**config.mk**
```make
export PLATFORM = sky130hd
export DESIGN_NAME = multi_click_button_detector_flat
export DESIGN_NICKNAME = d
export VERILOG_FILES = /design/src/hw/rtl/mcbd_pkg.sv /design/src/hw/rtl/mcbd_if.sv /design/src/hw/rtl/mcbd_csr.sv /design/src/hw/rtl/mcbd_bank.sv /design/src/hw/rtl/multi_click_button_detector.sv /design/src/flat_wrapper.sv
export SDC_FILE = /design/constraint.sdc
export NUM_CORES = 1
export LEC_CHECK = 0
export BUFFER_PORTS_ARGS = -buffer_cell sky130_fd_sc_hd__buf_2
export CORE_MARGIN = 1.5
export CORE_UTILIZATION = 40
export CTS_CLUSTER_SIZE = 14
export DETAILED_ROUTE_END_ITERATION = 8
export REMOVE_ABC_BUFFERS = 1
export SLEW_MARGIN = 20
export SYNTH_ARGS = -nofsm -noshare
export SYNTH_HDL_FRONTEND = slang
export SYNTH_HIERARCHICAL = 1
export SYNTH_SLANG_ARGS = --single-unit
```
**constraint.sdc**
```tcl
create_clock -name clock -period 7.2 [get_ports clock]
set_input_delay 1.44 -clock clock [delete_from_list [all_inputs] [get_ports clock]]
set_output_delay 1.44 -clock clock [all_outputs]
set_load 0.01 [all_outputs]
```
**src/hw/rtl/mcbd_pkg.sv**
```systemverilog
`timescale 1ns / 1ps

package mcbd_pkg;

   localparam int BUTTON_INDEX_W = 3;
   localparam int TIME_W         = 16;
   localparam int COUNT_W        = 4;
   localparam int KIND_W         = 2;
   localparam int PHASE_W        = 3;
   localparam int CSR_INDEX_W    = 3;
   localparam int CSR_DATA_W     = 16;

   localparam logic [PHASE_W-1:0] PH_AWAIT_PRESS   = 3'd0;
   localparam logic [PHASE_W-1:0] PH_DEB_PRESS     = 3'd1;
   localparam logic [PHASE_W-1:0] PH_AWAIT_RELEASE = 3'd2;
   localparam logic [PHASE_W-1:0] PH_DEB_RELEASE   = 3'd3;
   localparam logic [PHASE_W-1:0] PH_AWAIT_MULTI   = 3'd4;

   localparam logic [KIND_W-1:0] EV_NONE          = 2'd0;
   localparam logic [KIND_W-1:0] EV_HOLD          = 2'd1;
   localparam logic [KIND_W-1:0] EV_HOLD_RELEASED = 2'd2;
   localparam logic [KIND_W-1:0] EV_CLICKS        = 2'd3;

   localparam logic [CSR_INDEX_W-1:0] REG_ACTIVE_MASK         = 3'd0;
   localparam logic [CSR_INDEX_W-1:0] REG_BUTTONS_IN_USE      = 3'd1;
   localparam logic [CSR_INDEX_W-1:0] REG_DEBOUNCE_PRESS_MS   = 3'd2;
   localparam logic [CSR_INDEX_W-1:0] REG_DEBOUNCE_RELEASE_MS = 3'd3;
   localparam logic [CSR_INDEX_W-1:0] REG_HOLD_MS             = 3'd4;
   localparam logic [CSR_INDEX_W-1:0] REG_MULTI_CLICK_MS      = 3'd5;
   localparam logic [CSR_INDEX_W-1:0] REG_MAX_CLICKS          = 3'd6;

   typedef struct packed {
      logic [7:0]        active_mask;
      logic [3:0]        buttons_in_use;
      logic [TIME_W-1:0] debounce_press_ms;
      logic [TIME_W-1:0] debounce_release_ms;
      logic [TIME_W-1:0] hold_ms;
      logic [TIME_W-1:0] multi_click_ms;
      logic [COUNT_W-1:0] max_clicks;
   } mcbd_cfg_type;

   typedef struct packed {
      logic [PHASE_W-1:0] phase;
      logic [COUNT_W-1:0] click_tally;
      logic               hold_mark;
      logic [TIME_W-1:0]  event_timer;
   } btn_state_type;

endpackage

```
**src/hw/rtl/mcbd_if.sv**
```systemverilog
`timescale 1ns / 1ps

interface mcbd_req_if;
   logic        valid;
   logic        ready;
   logic [2:0]  button_index;
   logic        level;
   logic [15:0] elapsed_ms;

   modport source (output valid, output button_index, output level, output elapsed_ms,
                   input ready);
   modport sink   (input valid, input button_index, input level, input elapsed_ms,
                   output ready);
endinterface

interface mcbd_rsp_if;
   logic       valid;
   logic       ready;
   logic [2:0] event_button;
   logic [1:0] event_kind;
   logic [3:0] click_count;

   modport source (output valid, output event_button, output event_kind,
                   output click_count, input ready);
   modport sink   (input valid, input event_button, input event_kind,
                   input click_count, output ready);
endinterface

```
**src/hw/rtl/mcbd_csr.sv**
```systemverilog
`timescale 1ns / 1ps

module mcbd_csr
   import mcbd_pkg::*;
(
   input  logic                   clock,
   input  logic                   reset,
   input  logic                   csr_we,
   input  logic [CSR_INDEX_W-1:0] csr_index,
   input  logic [CSR_DATA_W-1:0]  csr_wdata,
   output mcbd_cfg_type           cfg
);

   mcbd_cfg_type cfg_ff;
   mcbd_cfg_type cfg_in;

   always_comb begin
      cfg_in = cfg_ff;
      if (csr_we) begin
         unique case (csr_index)
            REG_ACTIVE_MASK:         cfg_in.active_mask         = csr_wdata[7:0];
            REG_BUTTONS_IN_USE:      cfg_in.buttons_in_use      = csr_wdata[3:0];
            REG_DEBOUNCE_PRESS_MS:   cfg_in.debounce_press_ms   = csr_wdata;
            REG_DEBOUNCE_RELEASE_MS: cfg_in.debounce_release_ms = csr_wdata;
            REG_HOLD_MS:             cfg_in.hold_ms             = csr_wdata;
            REG_MULTI_CLICK_MS:      cfg_in.multi_click_ms      = csr_wdata;
            REG_MAX_CLICKS:          cfg_in.max_clicks          = csr_wdata[COUNT_W-1:0];
            default:                 cfg_in = cfg_ff;
         endcase
      end
   end

   always_ff @(posedge clock) begin
      if (reset) begin
         cfg_ff.active_mask         <= 8'd0;
         cfg_ff.buttons_in_use      <= 4'd0;
         cfg_ff.debounce_press_ms   <= 16'd15;
         cfg_ff.debounce_release_ms <= 16'd30;
         cfg_ff.hold_ms             <= 16'd2000;
         cfg_ff.multi_click_ms      <= 16'd400;
         cfg_ff.max_clicks          <= 4'd10;
      end else begin
         cfg_ff <= cfg_in;
      end
   end

   assign cfg = cfg_ff;

endmodule

```
**src/hw/rtl/mcbd_bank.sv**
```systemverilog
`timescale 1ns / 1ps

module mcbd_bank
   import mcbd_pkg::*;
#(
   parameter int BUTTONS = 8
)(
   input  logic                      clock,
   input  logic                      reset,
   input  mcbd_cfg_type              cfg,
   input  logic                      fire,
   input  logic [BUTTON_INDEX_W-1:0] button_index,
   input  logic                      level,
   input  logic [TIME_W-1:0]         elapsed_ms,
   output logic [KIND_W-1:0]         event_kind,
   output logic [COUNT_W-1:0]        click_count
);

   localparam int IDX_W = (BUTTONS > 1) ? $clog2(BUTTONS) : 1;

   btn_state_type state_ff [BUTTONS];

   logic              in_use;
   logic [IDX_W-1:0]  idx;
   btn_state_type     cur;
   btn_state_type     nxt;
   logic              pressed;
   logic [TIME_W:0]   sum;
   logic [TIME_W-1:0] t;
   logic [COUNT_W:0]  tally_inc;

   assign in_use = ({1'b0, button_index} < cfg.buttons_in_use)
                   && (int'(button_index) < BUTTONS);
   assign idx     = IDX_W'(button_index);
   assign cur     = in_use ? state_ff[idx] : '0;
   assign pressed = (level == cfg.active_mask[button_index]);
   assign sum     = {1'b0, cur.event_timer} + {1'b0, elapsed_ms};
   assign t       = sum[TIME_W] ? {TIME_W{1'b1}} : sum[TIME_W-1:0];
   assign tally_inc = {1'b0, cur.click_tally} + 1'b1;

   always_comb begin
      nxt             = cur;
      nxt.event_timer = t;
      event_kind      = EV_NONE;
      click_count     = '0;
      unique case (cur.phase)
         PH_DEB_PRESS: begin
            if (t > cfg.debounce_press_ms) begin
               nxt.phase       = PH_AWAIT_RELEASE;
               nxt.event_timer = '0;
            end
         end
         PH_AWAIT_RELEASE: begin
            if (!pressed) begin
               nxt.phase       = PH_DEB_RELEASE;
               nxt.event_timer = '0;
            end else if (t > cfg.hold_ms) begin
               nxt.hold_mark   = 1'b1;
               nxt.event_timer = '0;
               event_kind      = EV_HOLD;
            end
         end
         PH_DEB_RELEASE: begin
            if (t > cfg.debounce_release_ms) begin
               if (cur.hold_mark) begin
                  nxt.phase  = PH_AWAIT_PRESS;
                  event_kind = EV_HOLD_RELEASED;
               end else begin
                  nxt.click_tally = (tally_inc > {1'b0, cfg.max_clicks})
                                    ? cfg.max_clicks : tally_inc[COUNT_W-1:0];
                  nxt.phase       = PH_AWAIT_MULTI;
                  nxt.event_timer = '0;
               end
            end
         end
         PH_AWAIT_MULTI: begin
            if (pressed) begin
               nxt.phase       = PH_DEB_PRESS;
               nxt.event_timer = '0;
            end else if (t > cfg.multi_click_ms) begin
               nxt.phase   = PH_AWAIT_PRESS;
               event_kind  = EV_CLICKS;
               click_count = cur.click_tally;
            end
         end
         default: begin
            nxt.click_tally = '0;
            nxt.hold_mark   = 1'b0;
            nxt.phase       = PH_AWAIT_PRESS;
            if (pressed) begin
               nxt.phase       = PH_DEB_PRESS;
               nxt.event_timer = '0;
            end
         end
      endcase
      if (!in_use) begin
         event_kind  = EV_NONE;
         click_count = '0;
      end
   end

   always_ff @(posedge clock) begin
      if (reset) begin
         for (int i = 0; i < BUTTONS; i++) begin
            state_ff[i] <= '{phase: PH_AWAIT_PRESS, click_tally: '0,
                             hold_mark: 1'b0, event_timer: '0};
         end
      end else if (fire && in_use) begin
         state_ff[idx] <= nxt;
      end
   end

endmodule

```
**src/hw/rtl/multi_click_button_detector.sv**
```systemverilog
`timescale 1ns / 1ps
// Multi-click and hold detector for push buttons.
// req_chan: one request per button sample (button index, sampled level, ms since
//   that button's previous sample). rsp_chan: exactly one result per request, in
//   order: the button index, the event kind (none, hold, hold released, click run
//   ended) and the click count of a finished run.
// csr_*: write-only register port; write only while no request is in flight.
// A request in the input register moves on to the result register, which loads
//   the per-button state update, when no result is held or it is taken.
// Throughput: one request per cycle unless the result stalls, also for the same
//   button back to back, as the state bank is read and written in the same cycle
//   as the result register.
// Reset: every button returns to await press with cleared count, hold mark and
//   timer; registers take their defaults; no result is pending.
// Stall: while rsp_chan.ready is low the result holds, one more request is taken
//   into the input register, and then req_chan.ready drops.

module multi_click_button_detector
   import mcbd_pkg::*;
#(
   parameter int BUTTONS = 8
)(
   input  logic                   clock,
   input  logic                   reset,
   mcbd_req_if.sink               req_chan,
   mcbd_rsp_if.source             rsp_chan,
   input  logic                   csr_we,
   input  logic [CSR_INDEX_W-1:0] csr_index,
   input  logic [CSR_DATA_W-1:0]  csr_wdata
);

   mcbd_cfg_type cfg;

   logic                      stage_valid_ff;
   logic [BUTTON_INDEX_W-1:0] stage_index_ff;
   logic                      stage_level_ff;
   logic [TIME_W-1:0]         stage_elapsed_ff;

   logic                      rsp_valid_ff;
   logic [BUTTON_INDEX_W-1:0] rsp_button_ff;
   logic [KIND_W-1:0]         rsp_kind_ff;
   logic [COUNT_W-1:0]        rsp_count_ff;

   logic                      advance;
   logic                      fire;
   logic                      accept;
   logic [KIND_W-1:0]         kind;
   logic [COUNT_W-1:0]        count;

   mcbd_csr u_csr (
      .clock     (clock),
      .reset     (reset),
      .csr_we    (csr_we),
      .csr_index (csr_index),
      .csr_wdata (csr_wdata),
      .cfg       (cfg)
   );

   mcbd_bank #(.BUTTONS(BUTTONS)) u_bank (
      .clock        (clock),
      .reset        (reset),
      .cfg          (cfg),
      .fire         (fire),
      .button_index (stage_index_ff),
      .level        (stage_level_ff),
      .elapsed_ms   (stage_elapsed_ff),
      .event_kind   (kind),
      .click_count  (count)
   );

   assign advance        = !rsp_valid_ff || rsp_chan.ready;
   assign fire           = stage_valid_ff && advance;
   assign req_chan.ready = !stage_valid_ff || advance;
   assign accept         = req_chan.valid && req_chan.ready;

   always_ff @(posedge clock) begin
      if (reset) begin
         stage_valid_ff <= 1'b0;
      end else if (req_chan.ready) begin
         stage_valid_ff <= req_chan.valid;
      end
   end

   always_ff @(posedge clock) begin
      if (accept) begin
         stage_index_ff   <= req_chan.button_index;
         stage_level_ff   <= req_chan.level;
         stage_elapsed_ff <= req_chan.elapsed_ms;
      end
   end

   always_ff @(posedge clock) begin
      if (reset) begin
         rsp_valid_ff <= 1'b0;
      end else if (advance) begin
         rsp_valid_ff <= stage_valid_ff;
      end
   end

   always_ff @(posedge clock) begin
      if (fire) begin
         rsp_button_ff <= stage_index_ff;
         rsp_kind_ff   <= kind;
         rsp_count_ff  <= count;
      end
   end

   assign rsp_chan.valid        = rsp_valid_ff;
   assign rsp_chan.event_button = rsp_button_ff;
   assign rsp_chan.event_kind   = rsp_kind_ff;
   assign rsp_chan.click_count  = rsp_count_ff;

endmodule

```
**src/flat_wrapper.sv**
```systemverilog
// flat-port wrapper written by rule: the top's interface ports become plain ports
module multi_click_button_detector_flat import mcbd_pkg::*;
#(
   parameter int BUTTONS = 8
)
  (clock, reset, csr_we, csr_index, csr_wdata, req_chan_valid, req_chan_button_index, req_chan_level, req_chan_elapsed_ms, req_chan_ready, rsp_chan_valid, rsp_chan_event_button, rsp_chan_event_kind, rsp_chan_click_count, rsp_chan_ready);
  mcbd_req_if req_chan_i ();
  mcbd_rsp_if rsp_chan_i ();
  input  logic clock;
  input  logic reset;
  input  logic csr_we;
  input  logic [CSR_INDEX_W-1:0] csr_index;
  input  logic [CSR_DATA_W-1:0] csr_wdata;
  input wire logic [$bits(req_chan_i.valid)-1:0] req_chan_valid;
  input wire logic [$bits(req_chan_i.button_index)-1:0] req_chan_button_index;
  input wire logic [$bits(req_chan_i.level)-1:0] req_chan_level;
  input wire logic [$bits(req_chan_i.elapsed_ms)-1:0] req_chan_elapsed_ms;
  output wire logic [$bits(req_chan_i.ready)-1:0] req_chan_ready;
  output wire logic [$bits(rsp_chan_i.valid)-1:0] rsp_chan_valid;
  output wire logic [$bits(rsp_chan_i.event_button)-1:0] rsp_chan_event_button;
  output wire logic [$bits(rsp_chan_i.event_kind)-1:0] rsp_chan_event_kind;
  output wire logic [$bits(rsp_chan_i.click_count)-1:0] rsp_chan_click_count;
  input wire logic [$bits(rsp_chan_i.ready)-1:0] rsp_chan_ready;
  assign req_chan_i.valid = req_chan_valid;
  assign req_chan_i.button_index = req_chan_button_index;
  assign req_chan_i.level = req_chan_level;
  assign req_chan_i.elapsed_ms = req_chan_elapsed_ms;
  assign req_chan_ready = req_chan_i.ready;
  assign rsp_chan_valid = rsp_chan_i.valid;
  assign rsp_chan_event_button = rsp_chan_i.event_button;
  assign rsp_chan_event_kind = rsp_chan_i.event_kind;
  assign rsp_chan_click_count = rsp_chan_i.click_count;
  assign rsp_chan_i.ready = rsp_chan_ready;
  multi_click_button_detector #(.BUTTONS(BUTTONS)) u_core (.clock(clock), .reset(reset), .req_chan(req_chan_i), .rsp_chan(rsp_chan_i), .csr_we(csr_we), .csr_index(csr_index), .csr_wdata(csr_wdata));
endmodule
```
==> results of run 1 <==
[cell type report]
class	instances	area, µm²
Clock buffer	43	991
Clock inverter	23	264
Multi-Input combinational cell	930	6790
Tap cell	518	648
Inverter	92	345
Sequential cell	303	8280
Fill cell	3552	20400
Timing Repair Buffer	129	883
[metal layers]
metal,routed length (µm),global-route usage [%],vias up
li1,-,-,5209
met1,18500,28.0,5414
met2,20100,34.8,410
met3,2790,3.43,81
met4,867,5.75,0
met5,0,0,-
[through the flow]
stage / setup slack (ns) / power [mW]
6_report: 0.265 / 4.77
5_1_grt: -0.0277 / 4.97
4_1_cts: 0.0368 / 4.77
3_5_place_dp: 0.0380 / 2.85
3_3_place_gp: 0.0766 / 2.84
2_1_floorplan: -0.756 / 2.52
[final timing paths]
check	startpoint	end	slack, ns	cells past startpoint
worst max-delay path	u_core/stage_index_ff[0]	u_core/u_bank/state_ff[6][7]	0.26	26
worst min-delay path	u_core/u_csr/cfg[49]	u_core/u_csr/cfg[49]	0.47	2
worst max register to register	u_core/stage_index_ff[0]	u_core/u_bank/state_ff[6][7]	0.26	26
worst min register to register	u_core/u_csr/cfg[49]	u_core/u_csr/cfg[49]	0.47	2
[what timing repair did]
action                     in CTS  in global routing
setup buffers                   2                  9
gates resized for setup         0                 30
setup endpoints to repair       5                192
pin swaps                       0                  5
[logic make-up after synthesis]
family,count (synthesis),share of synthesized area [%]
compound gates,204,9.17
xor+xnor,12,0.718
fa+ha+maj,88,7.07
buf+inv,162,5.06
flops,303,52.8
mux,109,7.64
simple gates,517,17.6
[report_power, final]
part           switching, mW  internal [mW]  total (mW)
Combinational          0.564          0.341       0.905
Clock                  0.743           1.17        1.91
Sequential            0.0232           1.93        1.95
Total                   1.33           3.44        4.77
[worst reg2reg max path: stages (launching register included)]
cell	delay [ns]
edfxtp_1	0.52
buf_4	0.22
or3_1	0.49
buf_4	0.22
o22a_1	0.20
o221ai_1	0.08
nor4_1	0.10
ha_1	0.34
inv_1	0.09
o311ai_1	0.34
a21oi_2	0.16
buf_4	0.18
o311a_1	0.38
o21ai_0	0.26
and4_1	0.23
o21ba_2	0.15
inv_1	0.11
ha_1	0.31
nand4_1	0.19
or4_1	0.59
a21o_1	0.18
a31oi_2	0.21
nand4_1	0.18
a221o_4	0.52
buf_4	0.19
nand2_8	0.17
nor2_1	0.07
[synth_stat cells (4+ instances only)]
master	count	area, µm²
mux2_2	7	78.8
or4_1	4	30.0
mux2i_1	95	951
nor2_1	237	890
nor4_1	5	31.3
mux4_1	5	131
xor2_1	4	35.0
a21o_1	16	120
ha_1	87	1090
o221ai_1	5	43.8
buf_6	15	169
nand2_1	21	78.8
o211ai_1	5	37.5
nand4b_1	5	43.8
dfxtp_1	82	1640
o21ba_2	4	40.0
nor2_2	34	213
or3_1	13	81.3
nand2_4	8	90.1
o22ai_1	61	382
nand2b_1	96	601
nor3_1	13	65.1
clkbuf_1	24	90.1
a21oi_1	30	150
edfxtp_1	221	6640
nor2b_1	10	62.6
xnor2_1	7	61.3
nand4_1	13	81.3
o22a_1	6	52.6
nor2_4	5	56.3
o21a_1	7	52.6
a211oi_1	6	45.0
inv_1	92	345
and3_1	5	31.3
buf_2	26	130
nand3_1	16	80.1
o21ai_0	23	115
[state kept, by name, summed over array words and instances, names as in the netlist]
register	count
u_core/u_bank/state_ff	192
u_core/u_csr/cfg	80
u_core/stage_elapsed_ff	16
u_core/rsp_chan.click_count	4
u_core/rsp_chan.event_button	3
u_core/stage_index_ff	3
u_core/rsp_chan.event_kind	2
u_core/rsp_chan.valid	1
u_core/stage_level_ff	1
u_core/stage_valid_ff	1
==> qor.csv, run 1 <==
stage,metric,value,unit
worst_setup_path,critPathKind,reg -> reg,
final_layout,stdcell_area,0.0182,mm²
final_layout,final_nets,1625,
floorplanning,dieArea,0.0404,mm²
placed_design,port_buffers,54,
synthesis,ys_seq_elements,303,
drt,avgViaCountPerCell,5.45,
floorplanning,rows,72,
worst_setup_path,end_kind,flip-flop,
grt,grt_start_max_net_pins,67,
final_layout,syn2layout_area_growth,16.1,%
worst_setup_path,cp_top_family,compound AO/OA/AOI/OAI gates,
drt,drt_iter0_drc,761,
power_and_ir_drop,leakage,7.35,nW
synthesis,mappedNetlistArea,0.0157,mm²
placed_design,dp.cells,1961,
power_and_ir_drop,pwr_density_cell,262,mW/mm²
worst_setup_path,cpPeakStageDelay,0.59,ns
cts,insertion_delay,0.53,ns
placed_design,dp_hpwl,28400,µm
sta,holdWs,0.475,ns
worst_setup_path,critical_path.startpoint_type,flip-flop,
final_layout,drive_above_1_share,19.9,%
floorplanning,ios,55,
cts,root_buffer,clkbuf_16,
synthesis,async_reset_ff_share,0,%
drt,wl_per_cell,20.7,µm
worst_setup_path,cp_max_fo,16,
floorplanning,core_area,0.0386,mm²
sta,max_freq,144,MHz
synthesis,netlist_instances,1395,
drt,vias,11100,
worst_setup_path,crit_arrival,7.21,ns
cts,clock_path_buffers,3,
sta,final-setup-viol-count,0,
synthesis,yosysWarnings,6,
sta,setup_tns,0,ns
floorplanning,initial_core_util,40.6,%
floorplanning,dieHeight,201,µm
drt,route.detailed.drc,0,
synthesis,yosysUniqueCellTypes,92,
synthesis,synth-edff-count,221,
sta,min_period,6.94,ns
synthesis,syn_area_per_cell,11.2,µm²
sta,max_slew_margin,35.3,%
cts,cts_max_level,2,
worst_setup_path,critical_path_required,7.48,ns
grt,grt_pass1_wl,64700,µm
synthesis,synth_seq_area_share,52.8,%
floorplanning,die_w,201,µm
job,cap_violations,0,
cts,clk_pin_slew,0.06,ns
placed_design,place.gp.congestion,0.862,
cts,ctsHoldBuffers,0,
placed_design,placed_cell_area,0.0167,mm²
worst_setup_path,cp_slowest_cell,or4_1,
drt,final_antenna_net_count,0,
drt,wirelength,42200,µm
cts,cts_tree,yes,
worst_setup_path,cpMostUsedCell,buf_4,
cts,cts_sinks,303,
grt,grt_antenna_before_repair,0,
worst_setup_path,cp_num_buf_inv,6,
grt,grt_pass1_vias,11300,
final_layout,final_util,47.1,%
sta,worstMarginPinSlew,0.966,ns
final_layout,final_common_cell,nor2_1,
drt,firstDrtPassIters,5,
grt,track_usage,20.8,%
sta,finalClockSkew,0.0200,ns
grt,grt_overflow,0,
final_layout,antenna_cells,0,
sta,period_share,96.3,%
final_layout,final_cell_mix,"234 x nor2_1, 221 x edfxtp_1, 95 x mux2i_1",
synthesis,synth_top_flop_cell,edfxtp_1,
min_path,min_path_type,reg -> reg,
cts,cts_inserted_buffers,37,
sta,hold_violations,0,
power_and_ir_drop,ir_worst_vdd,160,µV
sta,slew_viol_final,0,
status,status,"complete, no violations",
final_layout,final_cells,2038,
Power figures use the tool's default switching activity.
==> inputs of run 2 (changes only) <==
CELL_PAD_IN_SITES_DETAIL_PLACEMENT = 1   (was default)
CELL_PAD_IN_SITES_GLOBAL_PLACEMENT = 2   (was default)
CORE_UTILIZATION = 38   (was 40)
PLACE_DENSITY_LB_ADDON = 0.1   (was default)
==> run 2 against run 1 <==
  * Sequential share of layout area up 0.15 points
  * Wire length up 13%
  * Critical endpoint is now u_core/u_bank/state_ff[4][10]
  * Via count up 0.30%
  * Register-to-register slack better by 0.07 ns
  * Largest power group unchanged
  * Combinational power up 5.6%
  * Total power down 3.0%
  * Die area up 5.2%
  * Hold slack worse by 0.0012 ns
==> qor.csv, run 2 (synthesized netlist as in run 1, its figures left out) <==
stage,metric,value,unit,change
placed_design,placed_cell_area,0.0169,mm²,+0.99%
sta,max_freq,146,MHz,+1.0%
floorplanning,die_w,206,µm,+2.6%
floorplanning,ios,55,,unchanged
drt,vias,11100,,+0.30%
job,cap_violations,0,,unchanged
placed_design,dp_hpwl,34400,µm,+21%
power_and_ir_drop,pwr-share-clk,37.0,%,-3.1 points
grt,grt_antenna_before_repair,0,,unchanged
final_layout,final_util,44.5,%,-2.6 points
sta,final-setup-viol-count,0,,unchanged
drt,route.detailed.drc,0,,unchanged
sta,slew_viol_final,0,,unchanged
grt,grt_pass1_vias,11500,,+2.1%
final_layout,final_nets,1643,,+1.1%
sta,max_slew_margin,33.5,%,-1.8 points
power_and_ir_drop,internal_power,3.27,mW,-4.9%
sta,finalClockSkew,0.0287,ns,+0.00878 ns
final_layout,regArea,0.00828,mm²,unchanged
cts,cts_sinks,303,,unchanged
final_layout,final_common_cell,nor2_1,,
cts,insertion_delay,0.56,ns,+0.03 ns
cts,root_buffer,clkbuf_16,,
power_and_ir_drop,switching_power,1.36,mW,+1.9%
final_layout,antenna_cells,0,,unchanged
worst_setup_path,critPathKind,reg -> reg,,
sta,period_share,95.3,%,-0.99 points
grt,grt_pass1_wl,71600,µm,+11%
worst_setup_path,critical_path_required,7.50,ns,+0.02 ns
grt,grt_overflow,0,,unchanged
worst_setup_path,cpPeakStageDelay,0.57,ns,-0.02 ns
sta,holdWs,0.473,ns,-0.00121 ns
placed_design,place.gp.congestion,0.825,,-4.3%
final_layout,largest-register,u_core/u_bank/state_ff,,
cts,cts_tree,yes,,
power_and_ir_drop,ir_worst_vdd,146,µV,-8.6%
final_layout,multi_input_area,0.00675,mm²,-0.68%
power_and_ir_drop,comb_power_share,20.7,%,+1.7 points
placed_design,port_buffers,54,,unchanged
grt,track_usage,23.0,%,+2.2 points
min_path,min_path_type,reg -> reg,,
final_layout,final_cell_mix,"235 x nor2_1, 221 x edfxtp_1, 96 x nand2b_1",,
worst_setup_path,cp_max_fo,8,,-8
sta,hold_violations,0,,unchanged
drt,drt_iter0_drc,622,,-18%
sta,worstMarginPinSlew,0.992,ns,+0.0266 ns
final_layout,drive_above_1_share,19.7,%,-0.26 points
drt,final_antenna_net_count,0,,unchanged
grt,grt_start_max_net_pins,62,,-7.5%
cts,clk_pin_slew,0.06,ns,about the same
worst_setup_path,cp_slowest_cell,a221o_4,,
floorplanning,rows,74,,+2.8%
cts,clock_path_buffers,3,,unchanged
final_layout,fillCellCount,4460,,+26%
drt,firstDrtPassIters,4,,-1
cts,cts_inserted_buffers,37,,unchanged
worst_setup_path,critical_path.startpoint_type,flip-flop,,
status,status,"complete, no violations",,
sta,min_period,6.86,ns,-0.0715 ns
drt,wirelength,47800,µm,+13%
floorplanning,dieArea,0.0425,mm²,+5.2%
cts,cts_max_level,2,,unchanged
power_and_ir_drop,seq_power_share,42.3,%,+1.4 points
worst_setup_path,crit_arrival,7.16,ns,-0.05 ns
drt,wl_per_cell,23.1,µm,+12%
drt,avgViaCountPerCell,5.39,,-1.1%
floorplanning,core_area,0.0407,mm²,+5.4%
power_and_ir_drop,totalPowerFinal,4.63,mW,-3.0%
power_and_ir_drop,switching_share,29.3,%,+1.4 points
floorplanning,dieHeight,206,µm,+2.6%
final_layout,syn2layout_area_growth,15.7,%,
floorplanning,initial_core_util,38.5,%,-2.1 points
final_layout,largest_register_ffs,192,,unchanged
final_layout,stdcell_area,0.0181,mm²,-0.32%
power_and_ir_drop,pwr_density_cell,255,mW/mm²,-2.7%
sta,setup_tns,0,ns,unchanged
worst_setup_path,end_kind,flip-flop,,
power_and_ir_drop,leakage,7.38,nW,+0.52%
==> run 2: cell types whose count changed in the layout (fill, tap and decap cells not counted), moves of 3 or more <==
cell and delta:
buf_4 +17, bufinv_16 -5, clkbuf_1 +5, clkinv_1 +3, clkinv_4 -4, clkinvlp_4 -4
nand2_4 +4, nand2_8 -4, nand2b_1 +5, nand2b_2 -5
==> run 2: area by class of cell <==
cell class	instances	share of cell area (%)
timing repair buffer	147	5.66
clock buffer	49	5.58
multi-input combinational	930	37.2
sequential	303	45.6
clock inverter	14	0.379
tap	532	3.67
inverter	92	1.90
==> run 2: stage by stage <==
step / setup slack (ns) / instances
after floorplan: -0.756 / 1325
after global placement: -0.0596 / 1998
after detailed placement: -0.200 / 1998
after CTS: 0.0284 / 2064
after global routing: -0.00633 / 2067
final: 0.336 / 2067
==> run 2: final timing paths <==
kind                                  from                       endpoint  slack, ns  cells after the start
hold reg to reg       u_core/u_csr/cfg[58]           u_core/u_csr/cfg[58]       0.47                      2
hold / removal        u_core/u_csr/cfg[58]           u_core/u_csr/cfg[58]       0.47                      2
setup / recovery  u_core/stage_index_ff[2]  u_core/u_bank/state_ff[4][10]       0.34                     28
setup reg to reg  u_core/stage_index_ff[2]  u_core/u_bank/state_ff[4][10]       0.34                     28
==> run 2: layer usage <==
layer	global-route usage (%)	share of wire (%)	vias up	routed length, µm
met4	6.11	1.9	0	893
met5	0	0	-	0
met3	3.64	4.5	50	2160
li1	-	-	5234	-
met2	36.0	45	240	21700
met1	33.0	48	5623	23100
==> run 2: repair_timing <==
| item | in CTS | in global routing |
|---|---|---|
| buffers inserted | 3 | 2 |
| gates cloned | 0 | 1 |
| hold buffers | 0 | 0 |
| gates resized for setup | 4 | 23 |
| pin swaps | 2 | 7 |
| endpoints found under the setup margin | 176 | 179 |
==> run 2: critical path, delay by kind of cell, from the launching register on <==
kind	cells	cell delay, ns
buf+inv	4	0.64
compound gates	7	1.91
fa+ha+maj	4	1.21
flops	1	0.52
simple gates	13	2.30
==> run 2: power by group through the flow <==
stage | Combinational [mW] | Sequential (mW) | Clock (mW)
3_3_place_gp | 0.920 | 1.99 | 0
3_5_place_dp | 0.935 | 1.99 | 0
6_report | 0.956 | 1.96 | 1.71
5_1_grt | 1.06 | 1.96 | 1.83
2_1_floorplan | 0.535 | 1.99 | 0
4_1_cts | 0.947 | 1.96 | 1.77
